`src/rtl/core/ssop_pkg.sv`:
```
// Shared types and constants for the two-set store with set operations.
// No dependencies; every other file in rtl/core except ssop_ram imports this package.
package ssop_pkg;

  localparam int CAPACITY    = 16;
  localparam int MAX_RESULTS = 32;
  localparam int VAL_W       = 32;
  localparam int CNT_W       = $clog2(CAPACITY + 1);
  localparam int ADDR_W      = (CAPACITY > 1) ? $clog2(CAPACITY) : 1;
  localparam int N_W         = $clog2(MAX_RESULTS + 1);

  typedef enum logic [1:0] {
    KIND_INSERT    = 2'd0,
    KIND_UNION     = 2'd1,
    KIND_INTERSECT = 2'd2,
    KIND_DIFF      = 2'd3
  } kind_t;

  typedef enum logic [1:0] {
    ST_OK    = 2'd0,
    ST_DUP   = 2'd1,
    ST_FULL  = 2'd2,
    ST_EMPTY = 2'd3
  } status_t;

  // controller -> datapath
  typedef struct packed {
    logic load;        // latch a new item, clear walk state
    logic scan_start;  // restart the inner scan
    logic scan_step;   // advance the inner scan one entry
    logic cand_ld;     // latch the outer member as candidate
    logic take;        // candidate joins the result stream
    logic i_inc;       // next outer entry
    logic phase2;      // union: switch from copying A to walking B
    logic fin;         // final beat of a set operation
    logic ins_fin;     // commit insert and send its beat
  } ssop_cmd_t;

  // datapath -> controller
  typedef struct packed {
    kind_t kind;
    logic  i_end;
    logic  scan_done;
    logic  hit;
    logic  pend_vld;
    logic  out_free;
    logic  ph1;
  } ssop_st_t;

endpackage

```
`src/rtl/core/ssop_ram.sv`:
```
// Generic single-write, single-read RAM with registered read data.
// No dependencies.
module ssop_ram #(
  parameter int WIDTH = 32,
  parameter int DEPTH = 16,
  parameter int AW    = (DEPTH > 1) ? $clog2(DEPTH) : 1
) (
  input  logic             clk,
  input  logic             we,
  input  logic [AW-1:0]    waddr,
  input  logic [WIDTH-1:0] wdata,
  input  logic [AW-1:0]    raddr,
  output logic [WIDTH-1:0] rdata
);

  logic [WIDTH-1:0] mem [DEPTH];

  always_ff @(posedge clk) begin
    if (we) begin
      mem[waddr] <= wdata;
    end
    rdata <= mem[raddr];
  end

endmodule

```
`src/rtl/core/ssop_dp.sv`:
```
// Datapath: both set stores, counts, walk indices, candidate, pending beat
// and output register. Depends on ssop_pkg and ssop_ram.
module ssop_dp
  import ssop_pkg::*;
(
  input  logic                    clk,
  input  logic                    rst_n,
  input  logic [1:0]              in_kind,
  input  logic                    in_which_set,
  input  logic signed [VAL_W-1:0] in_value,
  input  logic                    out_ready,
  input  ssop_cmd_t               cmd,
  output ssop_st_t                st,
  output logic                    out_valid,
  output logic [1:0]              out_status,
  output logic signed [VAL_W-1:0] out_member_out,
  output logic                    out_last,
  output logic                    out_a_empty,
  output logic                    out_b_empty
);

  kind_t             kind_r;
  logic              sel_r;
  logic              o_is_b_r;   // scanned store is B (outer store is A)
  logic [CNT_W-1:0]  a_cnt_r, a_cnt_nxt;
  logic [CNT_W-1:0]  b_cnt_r, b_cnt_nxt;
  logic [CNT_W-1:0]  i_r, j_r;
  logic              hit_r, rd_vld_r;
  logic              pend_vld_r;
  logic [N_W-1:0]    n_r;
  logic [VAL_W-1:0]  cand_r, pend_r;
  logic              out_valid_r, out_last_r, out_a_empty_r, out_b_empty_r;
  status_t           out_status_r;
  logic [VAL_W-1:0]  out_member_r;

  logic [VAL_W-1:0]  rd_a, rd_b, rd_m, rd_o;
  logic [CNT_W-1:0]  mc, oc, tgt_cnt;
  logic              we_a, we_b, tgt_full, ins_ok, n_full, take_ok, push, out_free;
  status_t           ins_status;

  assign rd_m = o_is_b_r ? rd_a : rd_b;
  assign rd_o = o_is_b_r ? rd_b : rd_a;
  assign mc   = o_is_b_r ? a_cnt_r : b_cnt_r;
  assign oc   = o_is_b_r ? b_cnt_r : a_cnt_r;

  assign tgt_cnt  = sel_r ? b_cnt_r : a_cnt_r;
  assign tgt_full = (tgt_cnt >= CNT_W'(CAPACITY));
  assign ins_ok   = !hit_r && !tgt_full;
  assign we_a     = cmd.ins_fin && ins_ok && !sel_r;
  assign we_b     = cmd.ins_fin && ins_ok && sel_r;

  always_comb begin
    if (hit_r) begin
      ins_status = ST_DUP;
    end else if (tgt_full) begin
      ins_status = ST_FULL;
    end else begin
      ins_status = ST_OK;
    end
  end

  always_comb begin
    a_cnt_nxt = a_cnt_r;
    b_cnt_nxt = b_cnt_r;
    if (we_a) begin
      a_cnt_nxt = a_cnt_r + CNT_W'(1);
    end
    if (we_b) begin
      b_cnt_nxt = b_cnt_r + CNT_W'(1);
    end
  end

  // stream is cut once MAX_RESULTS members are held
  assign n_full   = (n_r == N_W'(MAX_RESULTS));
  assign take_ok  = cmd.take && !n_full;
  assign out_free = !out_valid_r || out_ready;
  assign push     = (take_ok && pend_vld_r) || cmd.fin || cmd.ins_fin;

  ssop_ram #(.WIDTH(VAL_W), .DEPTH(CAPACITY)) u_ram_a (
    .clk   (clk),
    .we    (we_a),
    .waddr (a_cnt_r[ADDR_W-1:0]),
    .wdata (cand_r),
    .raddr (o_is_b_r ? i_r[ADDR_W-1:0] : j_r[ADDR_W-1:0]),
    .rdata (rd_a)
  );

  ssop_ram #(.WIDTH(VAL_W), .DEPTH(CAPACITY)) u_ram_b (
    .clk   (clk),
    .we    (we_b),
    .waddr (b_cnt_r[ADDR_W-1:0]),
    .wdata (cand_r),
    .raddr (o_is_b_r ? j_r[ADDR_W-1:0] : i_r[ADDR_W-1:0]),
    .rdata (rd_b)
  );

  always_ff @(posedge clk) begin
    if (!rst_n) begin
      kind_r      <= KIND_INSERT;
      sel_r       <= 1'b0;
      o_is_b_r    <= 1'b0;
      a_cnt_r     <= '0;
      b_cnt_r     <= '0;
      i_r         <= '0;
      j_r         <= '0;
      hit_r       <= 1'b0;
      rd_vld_r    <= 1'b0;
      pend_vld_r  <= 1'b0;
      n_r         <= '0;
      out_valid_r <= 1'b0;
    end else begin
      a_cnt_r <= a_cnt_nxt;
      b_cnt_r <= b_cnt_nxt;
      if (cmd.load) begin
        kind_r <= kind_t'(in_kind);
        sel_r  <= in_which_set;
        case (kind_t'(in_kind))
          KIND_INSERT: o_is_b_r <= in_which_set;
          KIND_DIFF:   o_is_b_r <= !in_which_set;
          default:     o_is_b_r <= 1'b1;
        endcase
      end else if (cmd.phase2) begin
        o_is_b_r <= 1'b0;
      end

      if (cmd.load || cmd.phase2) begin
        i_r <= '0;
      end else if (cmd.i_inc) begin
        i_r <= i_r + CNT_W'(1);
      end

      if (cmd.load || cmd.scan_start) begin
        j_r      <= '0;
        hit_r    <= 1'b0;
        rd_vld_r <= 1'b0;
      end else if (cmd.scan_step) begin
        if (j_r < oc) begin
          j_r      <= j_r + CNT_W'(1);
          rd_vld_r <= 1'b1;
        end else begin
          rd_vld_r <= 1'b0;
        end
        if (rd_vld_r && (rd_o == cand_r)) begin
          hit_r <= 1'b1;
        end
      end

      if (cmd.load) begin
        pend_vld_r <= 1'b0;
        n_r        <= '0;
      end else if (take_ok) begin
        pend_vld_r <= 1'b1;
        n_r        <= n_r + N_W'(1);
      end

      if (push) begin
        out_valid_r <= 1'b1;
      end else if (out_ready) begin
        out_valid_r <= 1'b0;
      end
    end
  end

  always_ff @(posedge clk) begin
    if (cmd.load) begin
      cand_r <= in_value;
    end else if (cmd.cand_ld) begin
      cand_r <= rd_m;
    end
    if (take_ok) begin
      pend_r <= cand_r;
    end
    if (push) begin
      out_a_empty_r <= (a_cnt_nxt == '0);
      out_b_empty_r <= (b_cnt_nxt == '0);
      if (cmd.ins_fin) begin
        out_status_r <= ins_status;
        out_member_r <= cand_r;
        out_last_r   <= 1'b1;
      end else if (cmd.fin) begin
        out_status_r <= pend_vld_r ? ST_OK : ST_EMPTY;
        out_member_r <= pend_vld_r ? pend_r : '0;
        out_last_r   <= 1'b1;
      end else begin
        out_status_r <= ST_OK;
        out_member_r <= pend_r;
        out_last_r   <= 1'b0;
      end
    end
  end

  always_comb begin
    st.kind      = kind_r;
    st.i_end     = (i_r >= mc);
    st.scan_done = (j_r >= oc) && !rd_vld_r;
    st.hit       = hit_r;
    st.pend_vld  = pend_vld_r;
    st.out_free  = out_free;
    st.ph1       = (kind_r == KIND_UNION) && o_is_b_r;
  end

  assign out_valid      = out_valid_r;
  assign out_status     = out_status_r;
  assign out_member_out = out_member_r;
  assign out_last       = out_last_r;
  assign out_a_empty    = out_a_empty_r;
  assign out_b_empty    = out_b_empty_r;

endmodule

```
`src/rtl/core/ssop_ctrl.sv`:
```
// Sequencer for insert scans and the nested walks of the set operations.
// Depends on ssop_pkg; drives the datapath through ssop_cmd_t.
module ssop_ctrl
  import ssop_pkg::*;
(
  input  logic      clk,
  input  logic      rst_n,
  input  logic      in_valid,
  input  logic [1:0] in_kind,
  output logic      in_ready,
  input  ssop_st_t  st,
  output ssop_cmd_t cmd
);

  typedef enum logic [8:0] {
    S_IDLE     = 9'b000000001,
    S_SCAN     = 9'b000000010,
    S_OUT_RD   = 9'b000000100,
    S_OUT_LAT  = 9'b000001000,
    S_COPY_RD  = 9'b000010000,
    S_COPY_LAT = 9'b000100000,
    S_PUSH     = 9'b001000000,
    S_FIN      = 9'b010000000,
    S_INS_OUT  = 9'b100000000
  } state_t;

  state_t state_r, state_nxt;
  logic   emit;

  // intersection keeps hits; difference and union's second pass keep misses
  assign emit = (st.kind == KIND_INTERSECT) ? st.hit : !st.hit;

  always_comb begin
    state_nxt = state_r;
    cmd       = '0;
    in_ready  = 1'b0;
    unique case (state_r)
      S_IDLE: begin
        in_ready = 1'b1;
        if (in_valid) begin
          cmd.load = 1'b1;
          case (kind_t'(in_kind))
            KIND_INSERT: state_nxt = S_SCAN;
            KIND_UNION:  state_nxt = S_COPY_RD;
            default:     state_nxt = S_OUT_RD;
          endcase
        end
      end
      S_SCAN: begin
        cmd.scan_step = 1'b1;
        if (st.scan_done) begin
          if (st.kind == KIND_INSERT) begin
            state_nxt = S_INS_OUT;
          end else if (emit) begin
            state_nxt = S_PUSH;
          end else begin
            cmd.i_inc = 1'b1;
            state_nxt = S_OUT_RD;
          end
        end
      end
      S_OUT_RD: begin
        state_nxt = st.i_end ? S_FIN : S_OUT_LAT;
      end
      S_OUT_LAT: begin
        cmd.cand_ld    = 1'b1;
        cmd.scan_start = 1'b1;
        state_nxt      = S_SCAN;
      end
      S_COPY_RD: begin
        if (st.i_end) begin
          cmd.phase2 = 1'b1;
          state_nxt  = S_OUT_RD;
        end else begin
          state_nxt = S_COPY_LAT;
        end
      end
      S_COPY_LAT: begin
        cmd.cand_ld = 1'b1;
        state_nxt   = S_PUSH;
      end
      S_PUSH: begin
        // a held member leaves as a non-final beat when the candidate arrives
        if (!st.pend_vld || st.out_free) begin
          cmd.take  = 1'b1;
          cmd.i_inc = 1'b1;
          state_nxt = st.ph1 ? S_COPY_RD : S_OUT_RD;
        end
      end
      S_FIN: begin
        if (st.out_free) begin
          cmd.fin   = 1'b1;
          state_nxt = S_IDLE;
        end
      end
      S_INS_OUT: begin
        if (st.out_free) begin
          cmd.ins_fin = 1'b1;
          state_nxt   = S_IDLE;
        end
      end
      default: begin
        state_nxt = S_IDLE;
      end
    endcase
  end

  always_ff @(posedge clk) begin
    if (!rst_n) begin
      state_r <= S_IDLE;
    end else begin
      state_r <= state_nxt;
    end
  end

endmodule

```
`src/rtl/core/two_set_store_with_set_ops_top.sv`:
```
// Top level of the two-set store: sequencer plus datapath.
// Depends on ssop_pkg, ssop_ctrl, ssop_dp (and ssop_ram below it).
//
// Usage: one input beat per command (insert, union, intersection, difference)
// on in_* with valid/ready; result beats leave on out_* with valid/ready, the
// final beat of each command flagged by out_last.
// Items are handled one at a time; in_ready is high only while idle.
// Insert: scans the target store once, then sends its one beat.
// Set operations: for each outer member the other store is scanned, and a
//   kept member passes through S_PUSH; union first copies A. Worst case is
//   a union of two disjoint full sets.
//   Members are delayed one step so the final one can carry out_last; an
//   empty result gives one beat with status empty.
// The output register lets the last beat wait while the next command enters.
// A stalled receiver holds the walk at the next beat to send.
// Reset (rst_n low, synchronous) empties both sets and drops any pending beat;
// store contents are not cleared and need no clearing pass.
module two_set_store_with_set_ops_top
  import ssop_pkg::*;
(
  input  logic                    clk,
  input  logic                    rst_n,
  input  logic                    in_valid,
  output logic                    in_ready,
  input  logic [1:0]              in_kind,
  input  logic                    in_which_set,
  input  logic signed [VAL_W-1:0] in_value,
  output logic                    out_valid,
  input  logic                    out_ready,
  output logic [1:0]              out_status,
  output logic signed [VAL_W-1:0] out_member_out,
  output logic                    out_last,
  output logic                    out_a_empty,
  output logic                    out_b_empty
);

  ssop_cmd_t cmd;
  ssop_st_t  st;

  ssop_ctrl u_ctrl (
    .clk      (clk),
    .rst_n    (rst_n),
    .in_valid (in_valid),
    .in_kind  (in_kind),
    .in_ready (in_ready),
    .st       (st),
    .cmd      (cmd)
  );

  ssop_dp u_dp (
    .clk            (clk),
    .rst_n          (rst_n),
    .in_kind        (in_kind),
    .in_which_set   (in_which_set),
    .in_value       (in_value),
    .out_ready      (out_ready),
    .cmd            (cmd),
    .st             (st),
    .out_valid      (out_valid),
    .out_status     (out_status),
    .out_member_out (out_member_out),
    .out_last       (out_last),
    .out_a_empty    (out_a_empty),
    .out_b_empty    (out_b_empty)
  );

endmodule

```
`config.mk`:
```
export PLATFORM = sky130hd
export DESIGN_NAME = two_set_store_with_set_ops_top
export DESIGN_NICKNAME = d
export VERILOG_FILES = /design/src/rtl/core/ssop_pkg.sv /design/src/rtl/core/ssop_ram.sv /design/src/rtl/core/ssop_dp.sv /design/src/rtl/core/ssop_ctrl.sv /design/src/rtl/core/two_set_store_with_set_ops_top.sv
export SDC_FILE = /design/constraint.sdc
export NUM_CORES = 1
export LEC_CHECK = 0
export BUFFER_PORTS_ARGS = -buffer_cell sky130_fd_sc_hd__buf_2
export CORE_MARGIN = 10
export CORE_UTILIZATION = 35
export CTS_CLUSTER_SIZE = 12
export DETAILED_ROUTE_END_ITERATION = 10
export PLACE_DENSITY = 0.49
export SLEW_MARGIN = 20
export SYNTH_ARGS = -nofsm -noshare
export SYNTH_HDL_FRONTEND = slang
export SYNTH_SLANG_ARGS = --single-unit
```
`constraint.sdc`:
```
create_clock -name clk -period 4.8 [get_ports clk]
set_input_delay 0.24 -clock clk [delete_from_list [all_inputs] [get_ports clk]]
set_output_delay 0.24 -clock clk [all_outputs]
set_load 0.005 [all_outputs]
```
==> impl_metrics.toml, run 1 <==
[clock_tree]
clkSinkCount = 1232
clkTransAtPathRegs_ps = 60
clk_path_buf_depth = 3
root_buffer = "clkbuf_16"
htreeDepth = 4
cts_tree = "yes"
numCtsBuffers = 137
ctsResizeCount = 0
clock_latency_ps = 760
post_cts_buffers = 0

[floorplanning]
die_h_um = 389
die_area_sq_um = 152000
initial_core_util_pct = 35.2
num_io_pins = 78
rows = 135
die_x_um = 389
core_area_sq_um = 135000

[place]
hpwl_um = 80400
gp_congestion = 0.806
portBuffers = 77

[worst_setup_path]
r2r_end = "u_dp.u_ram_a.mem[10][8]"
critical_path.slowest_cell = "nor4_2"
critical_path_arrival_ps = 3940
cp_max_fo = 17
crit_path_start_kind = "flip-flop"
cp_num_buf_inv = 1
worst_ep_required_time_ps = 5230
cp_top_family = "simple AND/OR/NAND/NOR gates"
crit_path_end_kind = "flip-flop"
cp_cell_sequence = "nor4_4 -> nand4b_4 -> nor4_2 -> nand3b_1 -> nor2_4 -> buf_4"
max_stage_delay_ps = 630
reg2reg_depth = 6
rr_startpoint = "u_ctrl.state_r[2]"
crit_type = "flip-flop to flip-flop"
reg2reg_slack_ps = 1290

[power_and_ir_drop]
leakage_nw = 18.3
p_switching_mw = 6.07
pwr-share-comb_pct = 8.6
peakVddDrop_v = 0.000371
p_sw_share_pct = 24.0
power.density_nw_per_um2 = 453
p_seq_share_pct = 50.6
p_int_mw = 19.2
pwr-share-clk_pct = 40.8

[timing]
tightest_slew_ps = 1030
fin_worst_skew_ps = 24.9
finalSetupViolCount = 0
rsz0062_at_grt = "no"
relSlewSlack_pct = 29.9
layout_min_cycle_time_ps = 3510
period_share_pct = 73.1
hold_viol = 0
tns_ps = 0
slew_violations = 0
clock.fmax_ghz = 0.285

[hold_path]
holdCritPathClass = "input pin to flip-flop"
min_path_cells = 4
worstHoldStart = "in_valid"
whs_endpoint = "u_dp.o_is_b_r"

[synthesis]
synth_edf_count = 1125
ys_ff_latch = 1232
yosys.cell_types.count = 57
synth_ff_type = "edfxtp_1"
yosysSeqAreaShare_pct = 75.2
synthCells = 2456
syn_nets = 2521
synthArstFlopShare_pct = 0
avgSynthCellArea_sq_um = 19.4
syn_area_sq_um = 47800
ys_warn_count = 0

[routing]
routed_wl_um = 134000
viasPerCell = 5.35
drt-initial-drc-count = 2218
first_pass_iters = 5
wl_per_cell_um = 29.1
route.detailed.drc = 0
vias = 24500
antenna_left = 0

[layout]
fin_util_pct = 41.2
drive_gt1_share_pct = 24.9
finalNetCount = 2753
area_growth_pct = 16.8

[global_route]
grt_max_degree = 76
grt_overflow = 0
antenna_found_initial = 7
grt_pass1_vias = 25800
grt_pass1_wl_um = 193000
grt_use_total_pct = 17.6

[status]
status = "finished, final reports clean"

[job]
cap_viol_max_count = 0
cell usage in the layout (no fill, tap or decap), drive strengths merged, types with 32 or more instances in the layout:
cell type	Yosys	routed
buf	59	185
nor2	40	40
xor2	41	41
edfxtp	1125	1125
a31oi	67	67
clkbuf	72	205
a22o	32	32
a211oi	64	64
mux2i	87	87
dfxtp	107	107
mux4	256	256
clkinv	0	33
dlygate4sd3	0	39
nand2	189	189
o21ai	45	45
and2	100	100
kinds of logic after synthesis:
logic type | count (synthesis) | synth area share [%]
simple gates | 402 | 4.19
fa+ha+maj | 26 | 0.681
compound gates | 240 | 3.44
xor+xnor | 54 | 0.990
flops | 1232 | 75.2
mux | 349 | 14.1
buf+inv | 153 | 1.41
routing by layer:
layer | part of all wire [%] | wire [um] | GRT usage, %
met1 | 45 | 60300 | 24.9
met3 | 5.8 | 7690 | 3.14
met4 | 1.6 | 2130 | 4.10
met5 | 0 | 0 | 0
met2 | 48 | 63500 | 28.2
layout make-up:
cell class / instances / area (sq um)
well taps: 1781 / 2230
clock inverters: 48 / 395
clock buffers: 205 / 4040
repair buffers: 224 / 1720
fillers: 12000 / 79700
diodes: 2 / 5.00
multi-input cells: 1071 / 11400
inverters: 22 / 82.6
flip-flops and latches: 1232 / 35900
sequential cells by signal, indices dropped and copies added (netlist names), 2 cells and up:
register / count
u_dp.u_ram_b.rdata: 32
u_dp.n_r: 6
u_dp.u_ram_b.mem: 512
u_dp.i_r: 5
u_dp.out_status: 2
u_dp.u_ram_a.rdata: 32
u_ctrl.state_r: 9
u_dp.a_cnt_r: 5
u_dp.j_r: 5
u_dp.out_member_out: 32
u_dp.kind_r: 2
u_dp.cand_r: 32
u_dp.u_ram_a.mem: 512
u_dp.pend_r: 32
u_dp.b_cnt_r: 5
metrics by stage:
stage | instances | power (mW) | setup WS, ps | hold WS, ps | area [sq um]
global route | 4583 | 26.1 | 1000 | 88.0 | 55800
finish | 4585 | 25.3 | 1290 | 63.8 | 55800
global placement | 4290 | 15.1 | 1140 | 474 | 50900
CTS | 4583 | 25.5 | 1220 | 8.65 | 55800
detailed placement | 4291 | 15.2 | 1270 | 488 | 50900
floorplan | 2456 | 14.0 | 600 | 387 | 47800
repair_timing:
item / CTS / global route
endpoints found under the hold margin: 54 / 0
endpoints found under the setup margin: 0 / 0
hold buffers: 39 / 0
worst min-delay path, cell delays in order:
cell and delay [ps]:
buf_2 100, nand2_1 200, o211ai_1 140, a21boi_0 100
Yosys cell counts, drive strengths merged, types with 16 or more instances:
master | number | share of area [%]
xor2 | 41 | 0.75
edfxtp | 1125 | 71
a22o | 32 | 0.59
buf | 59 | 0.67
a31oi | 67 | 0.88
nand4 | 16 | 0.21
and2 | 100 | 1.3
clkbuf | 72 | 0.57
mux4 | 256 | 12
nand2 | 189 | 1.5
mux2i | 87 | 1.8
ha | 26 | 0.68
dfxtp | 107 | 4.5
a211oi | 64 | 1.0
inv | 22 | 0.17
o21ai | 45 | 0.47
nor2 | 40 | 0.31
power groups by stage:
stage | clock network [mW] | registers (mW) | logic, mW
after floorplan | 0 | 13.4 | 0.569
after global placement | 0 | 13.0 | 2.05
after detailed placement | 0 | 13.0 | 2.16
after CTS | 10.6 | 12.8 | 2.19
after global routing | 11.0 | 12.8 | 2.32
final | 10.3 | 12.8 | 2.17
worst max-delay path by stage:
stage / from / endpoint / slack, ps / cells after the start
6_report: u_ctrl.state_r[2] / u_dp.u_ram_a.mem[10][8] / 1290 / 6
5_1_grt: u_ctrl.state_r[2] / u_dp.u_ram_a.mem[3][8] / 1000 / 6
4_1_cts: u_ctrl.state_r[2] / u_dp.u_ram_a.mem[10][8] / 1220 / 6
3_5_place_dp: u_ctrl.state_r[2] / u_dp.u_ram_a.mem[3][7] / 1270 / 6
3_3_place_gp: u_dp.o_is_b_r / u_dp.hit_r / 1140 / 7
2_1_floorplan: u_ctrl.state_r[2] / u_dp.u_ram_a.mem[7][0] / 600 / 6
(Power assumes the default switching activity.)
==> run 2, diff against run 1 <==
--- a/config.mk
+++ b/config.mk
@@ -10,7 +10,7 @@
 export CORE_UTILIZATION = 35
 export CTS_CLUSTER_SIZE = 12
 export DETAILED_ROUTE_END_ITERATION = 10
-export PLACE_DENSITY = 0.49
+export PLACE_DENSITY = 0.51
 export SLEW_MARGIN = 20
 export SYNTH_ARGS = -nofsm -noshare
 export SYNTH_HDL_FRONTEND = slang
==> constraint.sdc (replaced) <==
create_clock -name clk -period 2.8 [get_ports clk]
set_input_delay 0.14 -clock clk [delete_from_list [all_inputs] [get_ports clk]]
set_output_delay 0.14 -clock clk [all_outputs]
set_load 0.005 [all_outputs]
==> impl_metrics.toml, run 2 (synthesized netlist as in run 1, its figures left out) <==
[worst_setup_path]
worst_ep_required_time_ps = 3390
crit_type = "flip-flop to flip-flop"
critical_path.slowest_cell = "dfxtp_4"
crit_path_end_kind = "flip-flop"
crit_top_cell = "mux2i_1"
crit_path_start_kind = "flip-flop"
cp_cell_sequence = "buf_16 -> mux2i_1 -> ha_1 -> a21oi_1 -> o221ai_1 -> and2_1 -> o221a_2 -> mux2i_1 -> nand2_1"
cp_max_fo = 18
max_stage_delay_ps = 480
critical_path_arrival_ps = 3250

[layout]
final_cell_area_sq_um = 57100
layout_commonest_cell = "edfxtp_1"
layout_common_cells = "edfxtp_1 (1125), mux4_2 (256), nand2_1 (187)"
drive_gt1_share_pct = 27.0
num-fill-cells = 11900
diodes = 0
finalNetCount = 2839
area_growth_pct = 19.7
fin_util_pct = 42.2
stdcell_count = 4668
top_regs = "u_dp.u_ram_a.mem x512, u_dp.u_ram_b.mem x512"

[clock_tree]
numCtsBuffers = 137
clock_latency_ps = 770
clkSinkCount = 1232
clk_path_buf_depth = 3
clkTransAtPathRegs_ps = 60
htreeDepth = 4
root_buffer = "clkbuf_16"
cts_tree = "yes"

[place]
hpwl_um = 79600
placed_area_sq_um = 52400
dpl.cell_count = 4373
portBuffers = 77
gp_congestion = 0.812

[power_and_ir_drop]
peakVddDrop_v = 0.000595
leakage_nw = 18.8
power.density_nw_per_um2 = 751

[timing]
relSlewSlack_pct = 61.6
layout_min_cycle_time_ps = 2660
hold_viol = 0
period_share_pct = 95.1
finalSetupViolCount = 0
clock.fmax_ghz = 0.376
fin_worst_skew_ps = 44.4
tightest_slew_ps = 573
slew_violations = 0
rsz0062_at_grt = "yes"

[routing]
vias = 24900
wl_per_cell_um = 27.9
first_pass_iters = 5
antenna_left = 0
drt-initial-drc-count = 2201
routed_wl_um = 130000
route.detailed.drc = 0
viasPerCell = 5.34

[global_route]
antenna_found_initial = 6
grt_use_total_pct = 17.0
grt_pass1_vias = 25800
grt_pass1_wl_um = 187000
grt_max_degree = 53
grt_overflow = 0

[floorplanning]
die_x_um = 389
die_area_sq_um = 152000
die_h_um = 389
initial_core_util_pct = 35.2
num_io_pins = 78
rows = 135
core_area_sq_um = 135000

[status]
status = "finished, final reports clean"

[hold_path]
holdCritPathClass = "input pin to flip-flop"

[job]
cap_viol_max_count = 0
## run 2: per-stage QoR
stage / setup slack (ps) / hold WS (ps) / power (mW) / setup TNS [ps]
4_1_cts: -37.6 / 244 / 43.4 / -900
3_3_place_gp: -26.1 / 412 / 25.9 / -1080
2_1_floorplan: -461 / 287 / 24.0 / -59070
6_report: 139 / 282 / 42.9 / 0
3_5_place_dp: -66.1 / 421 / 26.1 / -5460
5_1_grt: -11.8 / 274 / 44.4 / -11.8
## run 2: layout make-up
| cell class | instances | area, sq um | area share, % |
|---|---|---|---|
| sequential | 1232 | 35900 | 62.9 |
| tap | 1781 | 2230 | 3.90 |
| clock buffer | 194 | 3810 | 6.66 |
| inverter | 22 | 86.3 | 0.151 |
| clock inverter | 58 | 480 | 0.841 |
| timing repair buffer | 310 | 3190 | 5.58 |
| multi-input combinational | 1071 | 11400 | 20.0 |
## run 2: final timing paths
path / slack, ps / cells past startpoint / startpoint / end
setup reg to reg: 140 / 9 / u_dp.o_is_b_r / u_ctrl.state_r[0]
hold / removal: 280 / 4 / in_value[5] / u_dp.cand_r[5]
hold reg to reg: 500 / 2 / u_dp.rd_vld_r / u_dp.rd_vld_r
setup / recovery: 140 / 9 / u_dp.o_is_b_r / u_ctrl.state_r[0]
## run 2: critical path, delay by kind of cell, from the launching register on
family | cells | cell delay [ps]
AOI/OAI and AO/OA | 3 | 730
and+or+nand+nor | 2 | 320
buffers and inverters | 1 | 230
muxes | 2 | 450
adders and majority gates | 1 | 280
DFF | 1 | 480
## run 2: metal layers
metal | part of all wire, % | vias to the layer above | routed length (um) | global-route usage [%]
met1 | 44 | 13400 | 57700 | 23.8
met3 | 7.1 | 144 | 9240 | 3.81
met4 | 1.9 | 0 | 2480 | 4.49
li1 | - | 10600 | - | -
met2 | 47 | 830 | 60900 | 26.7
met5 | 0 | - | 0 | 0
## run 2: where the power goes
| part | internal, mW | total, mW | switching [mW] |
|---|---|---|---|
| Combinational | 0.875 | 3.90 | 3.02 |
| Sequential | 21.7 | 21.9 | 0.154 |
| Clock | 9.83 | 17.2 | 7.32 |
## run 2: timing repair
action,CTS,global route
pin swaps,0,0
hold endpoints to repair,56,0
endpoints found under the setup margin,145,319
cloned,0,1
buffers inserted,0,1
hold buffers,41,0
gates resized for setup,1,10
